==> config.mk <==
export PLATFORM = sky130hd
export DESIGN_NAME = periodic_timer_slot_table_core
export DESIGN_NICKNAME = d
export VERILOG_FILES = /design/src/hw/rtl/ptst_pkg.sv /design/src/hw/rtl/periodic_timer_slot_table_core.sv /design/src/hw/rtl/ptst_ram.sv /design/src/hw/rtl/ptst_ctrl.sv /design/src/hw/rtl/ptst_datapath.sv
export VERILOG_INCLUDE_DIRS = /design/src /design/src/hw/rtl
export SDC_FILE = /design/constraint.sdc
export NUM_CORES = 1
export LEC_CHECK = 0
export BUFFER_PORTS_ARGS = -buffer_cell sky130_fd_sc_hd__buf_2
export CAP_MARGIN = 20
export CORE_MARGIN = 8
export CORE_UTILIZATION = 45
export DETAILED_ROUTE_END_ITERATION = 7
export GPL_TIMING_DRIVEN = 0
export MAX_ROUTING_LAYER = met4
export PLACE_DENSITY = 0.68
export SETUP_SLACK_MARGIN = 0.2
export SLEW_MARGIN = 20
export SYNTH_ARGS = -nofsm -noshare
export SYNTH_HDL_FRONTEND = slang
export SYNTH_SLANG_ARGS = --single-unit
==> constraint.sdc <==
create_clock -name i_clk -period 10.23 [get_ports i_clk]
set_input_delay 0.5115 -clock i_clk [delete_from_list [all_inputs] [get_ports i_clk]]
set_output_delay 0.5115 -clock i_clk [all_outputs]
set_load 0.01 [all_outputs]
==> src/hw/rtl/assert_macros.svh <==
// Assertion macros shared by the RTL of the timer slot table.
// No dependencies; the bodies are empty when SYNTHESIS is defined.
`ifndef ASSERT_MACROS_SVH
`define ASSERT_MACROS_SVH
`ifndef SYNTHESIS
// same-cycle implication
`define ASSERT_IMPLY(label, clk, rst_n, a, b) \
    label: assert property (@(posedge clk) disable iff (!(rst_n)) (a) |-> (b)) \
        else $error("assertion failed");
// next-cycle implication
`define ASSERT_NEXT(label, clk, rst_n, a, b) \
    label: assert property (@(posedge clk) disable iff (!(rst_n)) (a) |=> (b)) \
        else $error("assertion failed");
`else
`define ASSERT_IMPLY(label, clk, rst_n, a, b)
`define ASSERT_NEXT(label, clk, rst_n, a, b)
`endif
`endif

==> src/hw/rtl/ptst_pkg.sv <==
// Package of the periodic timer slot table: codes, states and control structs.
// No dependencies.
package ptst_pkg;

    localparam int IN_ID_W  = 16;
    localparam int OUT_ID_W = 16;
    localparam int PERIOD_W = 16;
    localparam int KIND_W   = 3;
    localparam int OP_W     = 2;

    typedef enum logic [OP_W-1:0] {
        OP_TICK     = 2'd0,
        OP_REGISTER = 2'd1,
        OP_ENABLE   = 2'd2,
        OP_NOP      = 2'd3
    } t_opcode;

    typedef enum logic [KIND_W-1:0] {
        KIND_FIRED        = 3'd0,
        KIND_DONE         = 3'd1,
        KIND_REGISTERED   = 3'd2,
        KIND_OUT_OF_SLOTS = 3'd3,
        KIND_ENABLE_DONE  = 3'd4
    } t_kind;

    typedef enum logic [1:0] {
        ST_IDLE,
        ST_PRIME,
        ST_SCAN,
        ST_FINISH
    } t_state;

    // controller to datapath
    typedef struct packed {
        logic load;    // capture the input item
        logic prime;   // start the scan at slot zero
        logic step;    // handle the current slot
        logic finish;  // emit the closing result
    } t_cmd;

    // datapath to controller
    typedef struct packed {
        logic in_nop;     // incoming item is the unused opcode
        logic needs_out;  // current slot produces a result
        logic found;      // lookup matched the current slot
        logic last_slot;  // current slot is the final one
        logic out_free;   // output register can take a result
    } t_status;

endpackage

==> src/hw/rtl/periodic_timer_slot_table_core.sv <==
// Top level of the periodic timer slot table: controller plus datapath.
// Depends on ptst_pkg, ptst_ctrl, ptst_datapath (ptst_ram) and assert_macros.svh.
//
//   channel | direction | handshake                 | payload
//   --------+-----------+---------------------------+-----------------------------------
//   in      | input     | i_in_valid / o_in_ready   | opcode, timer_id, period_ticks,
//           |           |                           | enable_value
//   out     | output    | o_out_valid / i_out_ready | kind, fired_id, last
//
// A tick runs accept, a prime of the slot RAM read, every slot in turn and the
// done item. A register or enable lookup stops at the first slot that matches
// (empty or holding the id), or scans every slot and closes with a result when
// nothing matches. The slot RAM's single read port sets the one-slot-a-cycle
// pace while no result stalls the scan.
// Reset clears the per-slot valid bits at once; no clearing sweep runs.
// A result that is not taken stalls the scan on the slot that wants to
// report; the next item is accepted while the last result still waits.
`include "assert_macros.svh"

module periodic_timer_slot_table_core #(
    parameter int SLOT_COUNT = 10,
    parameter int ID_BITS    = 16,
    parameter int COUNT_BITS = 16
) (
    input  logic                            i_clk,
    input  logic                            i_rst_n,
    // input channel
    input  logic                            i_in_valid,
    output logic                            o_in_ready,
    input  logic [ptst_pkg::OP_W-1:0]       i_opcode,
    input  logic [ptst_pkg::IN_ID_W-1:0]    i_timer_id,
    input  logic [ptst_pkg::PERIOD_W-1:0]   i_period_ticks,
    input  logic                            i_enable_value,
    // output channel
    output logic                            o_out_valid,
    input  logic                            i_out_ready,
    output logic [ptst_pkg::KIND_W-1:0]     o_kind,
    output logic [ptst_pkg::OUT_ID_W-1:0]   o_fired_id,
    output logic                            o_last
);
    ptst_pkg::t_cmd    cmd;
    ptst_pkg::t_status status;

    // sequencer: one state per phase of an item
    ptst_ctrl u_ctrl (
        .i_clk      (i_clk),
        .i_rst_n    (i_rst_n),
        .i_in_valid (i_in_valid),
        .i_status   (status),
        .o_cmd      (cmd),
        .o_in_ready (o_in_ready)
    );

    // slot storage, per-slot update and result register
    ptst_datapath #(
        .SLOT_COUNT (SLOT_COUNT),
        .ID_BITS    (ID_BITS),
        .COUNT_BITS (COUNT_BITS)
    ) u_datapath (
        .i_clk          (i_clk),
        .i_rst_n        (i_rst_n),
        .i_cmd          (cmd),
        .o_status       (status),
        .i_opcode       (i_opcode),
        .i_timer_id     (i_timer_id),
        .i_period_ticks (i_period_ticks),
        .i_enable_value (i_enable_value),
        .i_out_ready    (i_out_ready),
        .o_out_valid    (o_out_valid),
        .o_kind         (o_kind),
        .o_fired_id     (o_fired_id),
        .o_last         (o_last)
    );

    // a slot result is only loaded when the output register has room
    `ASSERT_IMPLY(a_no_overwrite, i_clk, i_rst_n, cmd.step && status.needs_out, status.out_free)
    // the datapath is quiet while the block waits for an item
    `ASSERT_IMPLY(a_idle_quiet, i_clk, i_rst_n, o_in_ready, !(cmd.step || cmd.finish || cmd.prime))
    // a real item makes the block busy in the next cycle
    `ASSERT_NEXT(a_busy_after_accept, i_clk, i_rst_n, i_in_valid && o_in_ready && !status.in_nop, !o_in_ready)
    // fired items never close a tick; every other kind closes its item
    `ASSERT_IMPLY(a_fired_not_last, i_clk, i_rst_n, o_out_valid && (o_kind == ptst_pkg::KIND_FIRED), !o_last)
endmodule

==> src/hw/rtl/ptst_ram.sv <==
// Generic single-write, single-read RAM with registered read data.
// No dependencies.
module ptst_ram #(
    parameter int WIDTH = 8,
    parameter int DEPTH = 16,
    localparam int AW = (DEPTH > 1) ? $clog2(DEPTH) : 1
) (
    input  logic             i_clk,
    input  logic             i_wr_en,
    input  logic [AW-1:0]    i_wr_addr,
    input  logic [WIDTH-1:0] i_wr_data,
    input  logic [AW-1:0]    i_rd_addr,
    output logic [WIDTH-1:0] o_rd_data
);
    logic [WIDTH-1:0] r_mem [DEPTH];
    logic [WIDTH-1:0] r_rd_data;

    always_ff @(posedge i_clk) begin
        if (i_wr_en) begin
            r_mem[i_wr_addr] <= i_wr_data;
        end
        r_rd_data <= r_mem[i_rd_addr];
    end

    assign o_rd_data = r_rd_data;
endmodule

==> src/hw/rtl/ptst_ctrl.sv <==
// Sequencer of the timer slot table: accept, prime, per-slot scan, finish.
// Depends on ptst_pkg.
module ptst_ctrl (
    input  logic              i_clk,
    input  logic              i_rst_n,
    input  logic              i_in_valid,
    input  ptst_pkg::t_status i_status,
    output ptst_pkg::t_cmd    o_cmd,
    output logic              o_in_ready
);
    ptst_pkg::t_state r_state;
    ptst_pkg::t_state n_state;
    logic             stall;

    assign stall = i_status.needs_out && !i_status.out_free;

    always_ff @(posedge i_clk) begin
        if (!i_rst_n) begin
            r_state <= ptst_pkg::ST_IDLE;
        end else begin
            r_state <= n_state;
        end
    end

    always_comb begin
        n_state = r_state;
        unique case (r_state)
            ptst_pkg::ST_IDLE: begin
                if (i_in_valid && !i_status.in_nop) begin
                    n_state = ptst_pkg::ST_PRIME;
                end
            end
            ptst_pkg::ST_PRIME: begin
                n_state = ptst_pkg::ST_SCAN;
            end
            ptst_pkg::ST_SCAN: begin
                if (!stall) begin
                    if (i_status.found) begin
                        n_state = ptst_pkg::ST_IDLE;
                    end else if (i_status.last_slot) begin
                        n_state = ptst_pkg::ST_FINISH;
                    end
                end
            end
            ptst_pkg::ST_FINISH: begin
                if (i_status.out_free) begin
                    n_state = ptst_pkg::ST_IDLE;
                end
            end
            default: begin
                n_state = ptst_pkg::ST_IDLE;
            end
        endcase
    end

    always_comb begin
        o_cmd      = '0;
        o_in_ready = 1'b0;
        unique case (r_state)
            ptst_pkg::ST_IDLE: begin
                o_in_ready = 1'b1;
                o_cmd.load = i_in_valid;
            end
            ptst_pkg::ST_PRIME: begin
                o_cmd.prime = 1'b1;
            end
            ptst_pkg::ST_SCAN: begin
                o_cmd.step = !stall;
            end
            ptst_pkg::ST_FINISH: begin
                o_cmd.finish = i_status.out_free;
            end
            default: begin
                o_cmd = '0;
            end
        endcase
    end
endmodule

==> src/hw/rtl/ptst_datapath.sv <==
// Datapath of the timer slot table: slot RAM, valid bits, slot update, result register.
// Depends on ptst_pkg and ptst_ram.
module ptst_datapath #(
    parameter int SLOT_COUNT = 10,
    parameter int ID_BITS    = 16,
    parameter int COUNT_BITS = 16
) (
    input  logic                            i_clk,
    input  logic                            i_rst_n,
    input  ptst_pkg::t_cmd                  i_cmd,
    output ptst_pkg::t_status               o_status,
    input  logic [ptst_pkg::OP_W-1:0]       i_opcode,
    input  logic [ptst_pkg::IN_ID_W-1:0]    i_timer_id,
    input  logic [ptst_pkg::PERIOD_W-1:0]   i_period_ticks,
    input  logic                            i_enable_value,
    input  logic                            i_out_ready,
    output logic                            o_out_valid,
    output logic [ptst_pkg::KIND_W-1:0]     o_kind,
    output logic [ptst_pkg::OUT_ID_W-1:0]   o_fired_id,
    output logic                            o_last
);
    localparam int AW     = (SLOT_COUNT > 1) ? $clog2(SLOT_COUNT) : 1;
    localparam int PW     = ptst_pkg::PERIOD_W;
    localparam int WORD_W = ID_BITS + PW + COUNT_BITS + 1;
    localparam int CMP_W  = (COUNT_BITS > PW) ? COUNT_BITS : PW;
    localparam logic [AW-1:0] LAST_IDX = AW'(SLOT_COUNT - 1);

    // captured item
    ptst_pkg::t_opcode     r_op;
    logic [ID_BITS-1:0]    r_key;
    logic [PW-1:0]         r_period;
    logic                  r_en;

    logic [AW-1:0]         r_idx;
    logic [AW-1:0]         rd_addr;
    logic [SLOT_COUNT-1:0] r_valid;

    logic [WORD_W-1:0]     rd_word;
    logic [WORD_W-1:0]     wr_word;
    logic                  wr_en;

    logic [ID_BITS-1:0]    s_id;
    logic [PW-1:0]         s_per;
    logic [COUNT_BITS-1:0] s_cnt;
    logic                  s_en;
    logic [COUNT_BITS-1:0] s_cnt_inc;
    logic [COUNT_BITS-1:0] s_cnt_next;
    logic                  fire;
    logic                  match;
    logic                  is_tick;
    logic                  last_slot;
    logic                  out_free;
    logic                  out_load;

    // output register
    logic                        r_out_valid;
    ptst_pkg::t_kind             r_kind;
    logic [ID_BITS-1:0]          r_fired_id;
    logic                        r_last;
    ptst_pkg::t_kind             n_kind;
    logic [ID_BITS-1:0]          n_fired_id;
    logic                        n_last;

    ptst_ram #(
        .WIDTH (WORD_W),
        .DEPTH (SLOT_COUNT)
    ) u_slot_ram (
        .i_clk     (i_clk),
        .i_wr_en   (wr_en),
        .i_wr_addr (r_idx),
        .i_wr_data (wr_word),
        .i_rd_addr (rd_addr),
        .o_rd_data (rd_word)
    );

    always_ff @(posedge i_clk) begin
        if (i_cmd.load) begin
            r_op     <= ptst_pkg::t_opcode'(i_opcode);
            r_key    <= ID_BITS'(i_timer_id);
            r_period <= i_period_ticks;
            r_en     <= i_enable_value;
        end
        if (i_cmd.prime) begin
            r_idx <= '0;
        end else if (i_cmd.step && !last_slot) begin
            r_idx <= r_idx + AW'(1);
        end
    end

    // read one slot ahead while stepping, hold the current slot while stalled
    always_comb begin
        if (i_cmd.prime) begin
            rd_addr = '0;
        end else if (i_cmd.step && !last_slot) begin
            rd_addr = r_idx + AW'(1);
        end else begin
            rd_addr = r_idx;
        end
    end

    // slot never written reads as empty, count zero, disabled
    always_comb begin
        {s_id, s_per, s_cnt, s_en} = rd_word;
        if (!r_valid[r_idx]) begin
            s_id  = '0;
            s_cnt = '0;
            s_en  = 1'b0;
        end
    end

    assign is_tick    = (r_op == ptst_pkg::OP_TICK);
    assign last_slot  = (r_idx == LAST_IDX);
    assign fire       = (s_id != '0) && (CMP_W'(s_per) <= CMP_W'(s_cnt)) && s_en;
    assign match      = (s_id == '0) || (s_id == r_key);
    assign s_cnt_inc  = (s_cnt != '1) ? (s_cnt + COUNT_BITS'(1)) : s_cnt;
    assign s_cnt_next = fire ? {COUNT_BITS{1'b0}} : s_cnt_inc;

    always_comb begin
        case (r_op)
            ptst_pkg::OP_TICK: begin
                wr_word = {s_id, s_per, s_cnt_next, s_en};
            end
            ptst_pkg::OP_REGISTER: begin
                wr_word = {r_key, r_period, {COUNT_BITS{1'b0}}, 1'b1};
            end
            default: begin
                wr_word = {s_id, s_per, s_cnt, r_en};
            end
        endcase
    end

    assign wr_en = i_cmd.step && (is_tick || match);

    always_ff @(posedge i_clk) begin
        if (!i_rst_n) begin
            r_valid <= '0;
        end else if (wr_en) begin
            r_valid[r_idx] <= 1'b1;
        end
    end

    // result selection
    assign out_free = !r_out_valid || i_out_ready;
    assign out_load = (i_cmd.step && (is_tick ? fire : match)) || i_cmd.finish;

    always_comb begin
        n_fired_id = '0;
        n_last     = 1'b1;
        case (r_op)
            ptst_pkg::OP_TICK: begin
                n_kind = i_cmd.finish ? ptst_pkg::KIND_DONE : ptst_pkg::KIND_FIRED;
                if (!i_cmd.finish) begin
                    n_fired_id = s_id;
                    n_last     = 1'b0;
                end
            end
            ptst_pkg::OP_REGISTER: begin
                n_kind = i_cmd.finish ? ptst_pkg::KIND_OUT_OF_SLOTS
                                      : ptst_pkg::KIND_REGISTERED;
            end
            default: begin
                n_kind = ptst_pkg::KIND_ENABLE_DONE;
            end
        endcase
    end

    always_ff @(posedge i_clk) begin
        if (!i_rst_n) begin
            r_out_valid <= 1'b0;
        end else if (out_load) begin
            r_out_valid <= 1'b1;
        end else if (i_out_ready) begin
            r_out_valid <= 1'b0;
        end
    end

    always_ff @(posedge i_clk) begin
        if (out_load) begin
            r_kind     <= n_kind;
            r_fired_id <= n_fired_id;
            r_last     <= n_last;
        end
    end

    assign o_out_valid = r_out_valid;
    assign o_kind      = r_kind;
    assign o_fired_id  = ptst_pkg::OUT_ID_W'(r_fired_id);
    assign o_last      = r_last;

    assign o_status.in_nop    = (ptst_pkg::t_opcode'(i_opcode) == ptst_pkg::OP_NOP);
    assign o_status.needs_out = is_tick ? fire : match;
    assign o_status.found     = !is_tick && match;
    assign o_status.last_slot = last_slot;
    assign o_status.out_free  = out_free;
endmodule

==> impl_metrics.toml <==
[critical_path]
start_kind = "register"
crit_buf_inv = 5
worstSetupEndpointType = "register"
cp.required_ns = 10.75
crit_path_frequent_cell = "clkbuf_1"
crit_slowest_cell = "a211oi_2"
crit_arrival_ns = 8.20
cp_slowest_stage_delay_ns = 0.95
critical_path_class = "reg2reg"
crit_fanout = 10
cpLargestDelayFamily = "compound AO/OA/AOI/OAI gates"
worstPathCellList = "nor2_1 > a22oi_2 > a21oi_2 > clkbuf_1 > buf_1 > nand2_1 > ha_1 > nand2b_1 > a21oi_1 > o311ai_0 > a221o_1 > and3_1 > clkbuf_1 > nor3_2 > a211oi_2 > clkbuf_1 > clkbuf_1 > o21ai_0 > a21oi_1 > o31ai_1 > o22ai_1"

[global_route]
antenna_found_initial = 0
grt_pass1_wl_um = 103000
grt_pass1_vias = 16100
grt_max_degree = 41
grt_util_all_layers = 0.221
grt_overflow_total = 0

[yosys]
async_flop_share = 0
yosys_warnings = 0
synthFlopType = "edfxtp_1"
synth-seq-cells = 611
synth_edf_count = 545
syn_area_um2 = 24900
synth_area_leaders = "edfxtp_1 (66%), dfxtp_1 (5.3%), o21ai_0 (2.4%)"
syn_nets = 1787
avgSynthCellArea_um2 = 14.4
yosysTopAreaCell = "edfxtp_1"
seq_area_frac_synth = 0.711
netlist_instances = 1727
synth_top_area_share = 0.658
synth_cell_types = 68

[sta]
period_share = 0.751
fmax_ghz = 0.130
fin_skew_ns = 0.0282
holdWs_ns = 0.0518
slew_headroom = 0.141
period_minus_slack_ns = 7.68
finalHoldViolations = 0
rsz0062_at_grt = "false"
fin_setup_tns_ns = 0
report.final.setup_viol = 0
final-max-slew-violation-count = 0
fin_ws_ns = 2.55
worst-slew-pin-transition_ns = 1.28

[routing]
dr.pass1.iters = 6
drc_errors = 0
antenna_left = 0
vias = 16400
wl_per_cell_um = 26.7
finalWirelength_um = 69800
avgViaCountPerCell = 6.25
initialDrtViolationCount = 2129

[floorplan]
die_x_um = 251
num_rows = 86
core_area_um2 = 54900
start_util = 0.454
dieArea_um2 = 63100
die_h_um = 251
ios = 61

[placed_design]
dpl.cell_count = 2504
dp_hpwl_um = 45200
post_dp_cell_area_um2 = 26400
globalplace.congestion = 0.890
place_ws_ns = 2.69
io_buffers = 60

[clocking]
ctsResizeCount = 0
clockBufferDepth = 3
root_buffer = "clkbuf_16"
cts_setup_buffers = 0
numCtsBuffers = 59
clock_latency_ns = 0.64
clock-sinks = 611
cts_hold_buf = 0
cts_tree = "built"
cts.reportedPaths.clkPinSlew_ns = 0.06
cts_max_level = 2

[worst_hold_path]
hp-class = "in2reg"

[layout]
nets = 1921
area_growth_pct = 13.7
fin_area_um2 = 28300
drive_gt1_frac = 0.147
n_fill_cell = 4545
fin_cells = 2616
n_antenna_cell = 0

[pwr]
p_per_area_nw_per_um2 = 316
power_leakage_nw = 9.48
peakVddDrop_uv = 162

[job]
cap_violations = 0

[run_status]
status = "finished, final reports clean"
## final timing paths
check	depth (start not counted)	endpoint	slack, ns	from
min	1	u_datapath.r_period[2]$_DFFE_PP_	0.05	i_period_ticks[2]
max reg2reg	21	u_datapath.u_slot_ram.o_rd_data[37]$_DFF_P_	2.55	u_datapath.r_idx[2]$_DFF_P_
min reg2reg	2	u_datapath.r_valid[0]$_SDFFE_PN0P_	0.47	u_datapath.r_valid[0]$_SDFFE_PN0P_
max	21	u_datapath.u_slot_ram.o_rd_data[37]$_DFF_P_	2.55	u_datapath.r_idx[2]$_DFF_P_
## per-stage QoR
step	power [mW]	util
floorplan	5.54	-
detailed placement	6.79	0.481
global route	9.30	0.516
finish	8.94	0.516
global placement	6.70	0.475
CTS	8.91	0.516
## cells in the final DEF, fill, tap and decap left out, types with 9 or more instances in the layout
master and instances:
nor2_1 136, ha_1 21, edfxtp_1 545, a31oi_1 9, clkbuf_16 59, nand2_1 75, and3_4 9, o21ai_0 103
mux2i_1 48, and2_1 18, buf_4 15, o311a_1 48, o211ai_1 48, xnor2_1 13, buf_2 86, o21ai_1 19
a211oi_1 13, inv_1 14, or3_1 51, nand4_1 9, a32o_1 10, a21oi_1 70, o31ai_1 49, o221a_2 36
dfxtp_1 66, clkbuf_1 104, o22ai_1 50, mux2_2 18, o221a_1 12
## cell families after synthesis
kind of cell | share of synthesized area
buffers and inverters | 0.0264
adders and majority gates | 0.0106
and+or+nand+nor | 0.0691
xor gates and xnor gates | 0.00704
muxes | 0.0285
AOI/OAI and AO/OA | 0.148
DFF | 0.711
## routing by layer
layer | track usage | part of all wire | vias to the layer above
li1 | - | - | 7112
met1 | 0.292 | 0.41 | 8195
met2 | 0.348 | 0.47 | 897
met3 | 0.0398 | 0.086 | 154
met4 | 0.0695 | 0.032 | 0
met5 | - | 0 | -
## registers in the layout, indices dropped and copies added (netlist names)
register	count
u_datapath.r_period	16
u_ctrl.r_state	2
u_datapath.r_key	16
u_datapath.u_slot_ram.r_mem	490
u_datapath.r_op	2
u_datapath.o_kind	3
u_datapath.r_valid	10
u_datapath.r_en	1
u_datapath.u_slot_ram.o_rd_data	49
u_datapath.r_idx	4
u_datapath.o_out_valid	1
u_datapath.o_last	1
u_datapath.o_fired_id	16
## final cells by class
type	count	area, um^2	share of cell area
Buffer	130	601	0.0212
Clock buffer	93	1670	0.0592
Clock inverter	19	215	0.00760
Inverter	15	56.3	0.00199
Multi-Input combinational cell	971	6610	0.233
Sequential cell	611	17700	0.625
Tap cell	704	881	0.0311
Timing Repair Buffer	73	582	0.0206
## cells in the mapped netlist, drive strengths merged, types with 3 or more instances
library cell,number
and4,4
mux2,20
o21a,4
nand4,9
inv,15
nor3,4
nor4bb,8
nor2,137
mux2i,48
and2,19
edfxtp,545
nand2b,5
o22ai,50
a21o,3
nor2b,7
and3,11
buf,52
xnor2,13
nand2,76
a32o,10
a22o,3
o211ai,48
o221a,48
a2111oi,4
o32ai,6
nor4,6
clkbuf,78
or2,3
or3,51
o31ai,49
ha,21
a21oi,73
o2111ai,4
nand3,8
o21ai,123
dfxtp,66
a31oi,9
xor2,7
a211oi,16
o311a,48
## report_power, final
part           switching (mW)  leakage [nW]  total (mW)  internal [mW]
Clock                   0.935         0.906        2.14           1.20
Combinational            2.21          3.03        3.30           1.09
Sequential              0.227          5.55        3.51           3.28
Total                    3.37          9.48        8.94           5.57
No activity file was read; power rests on OpenSTA's default activity.
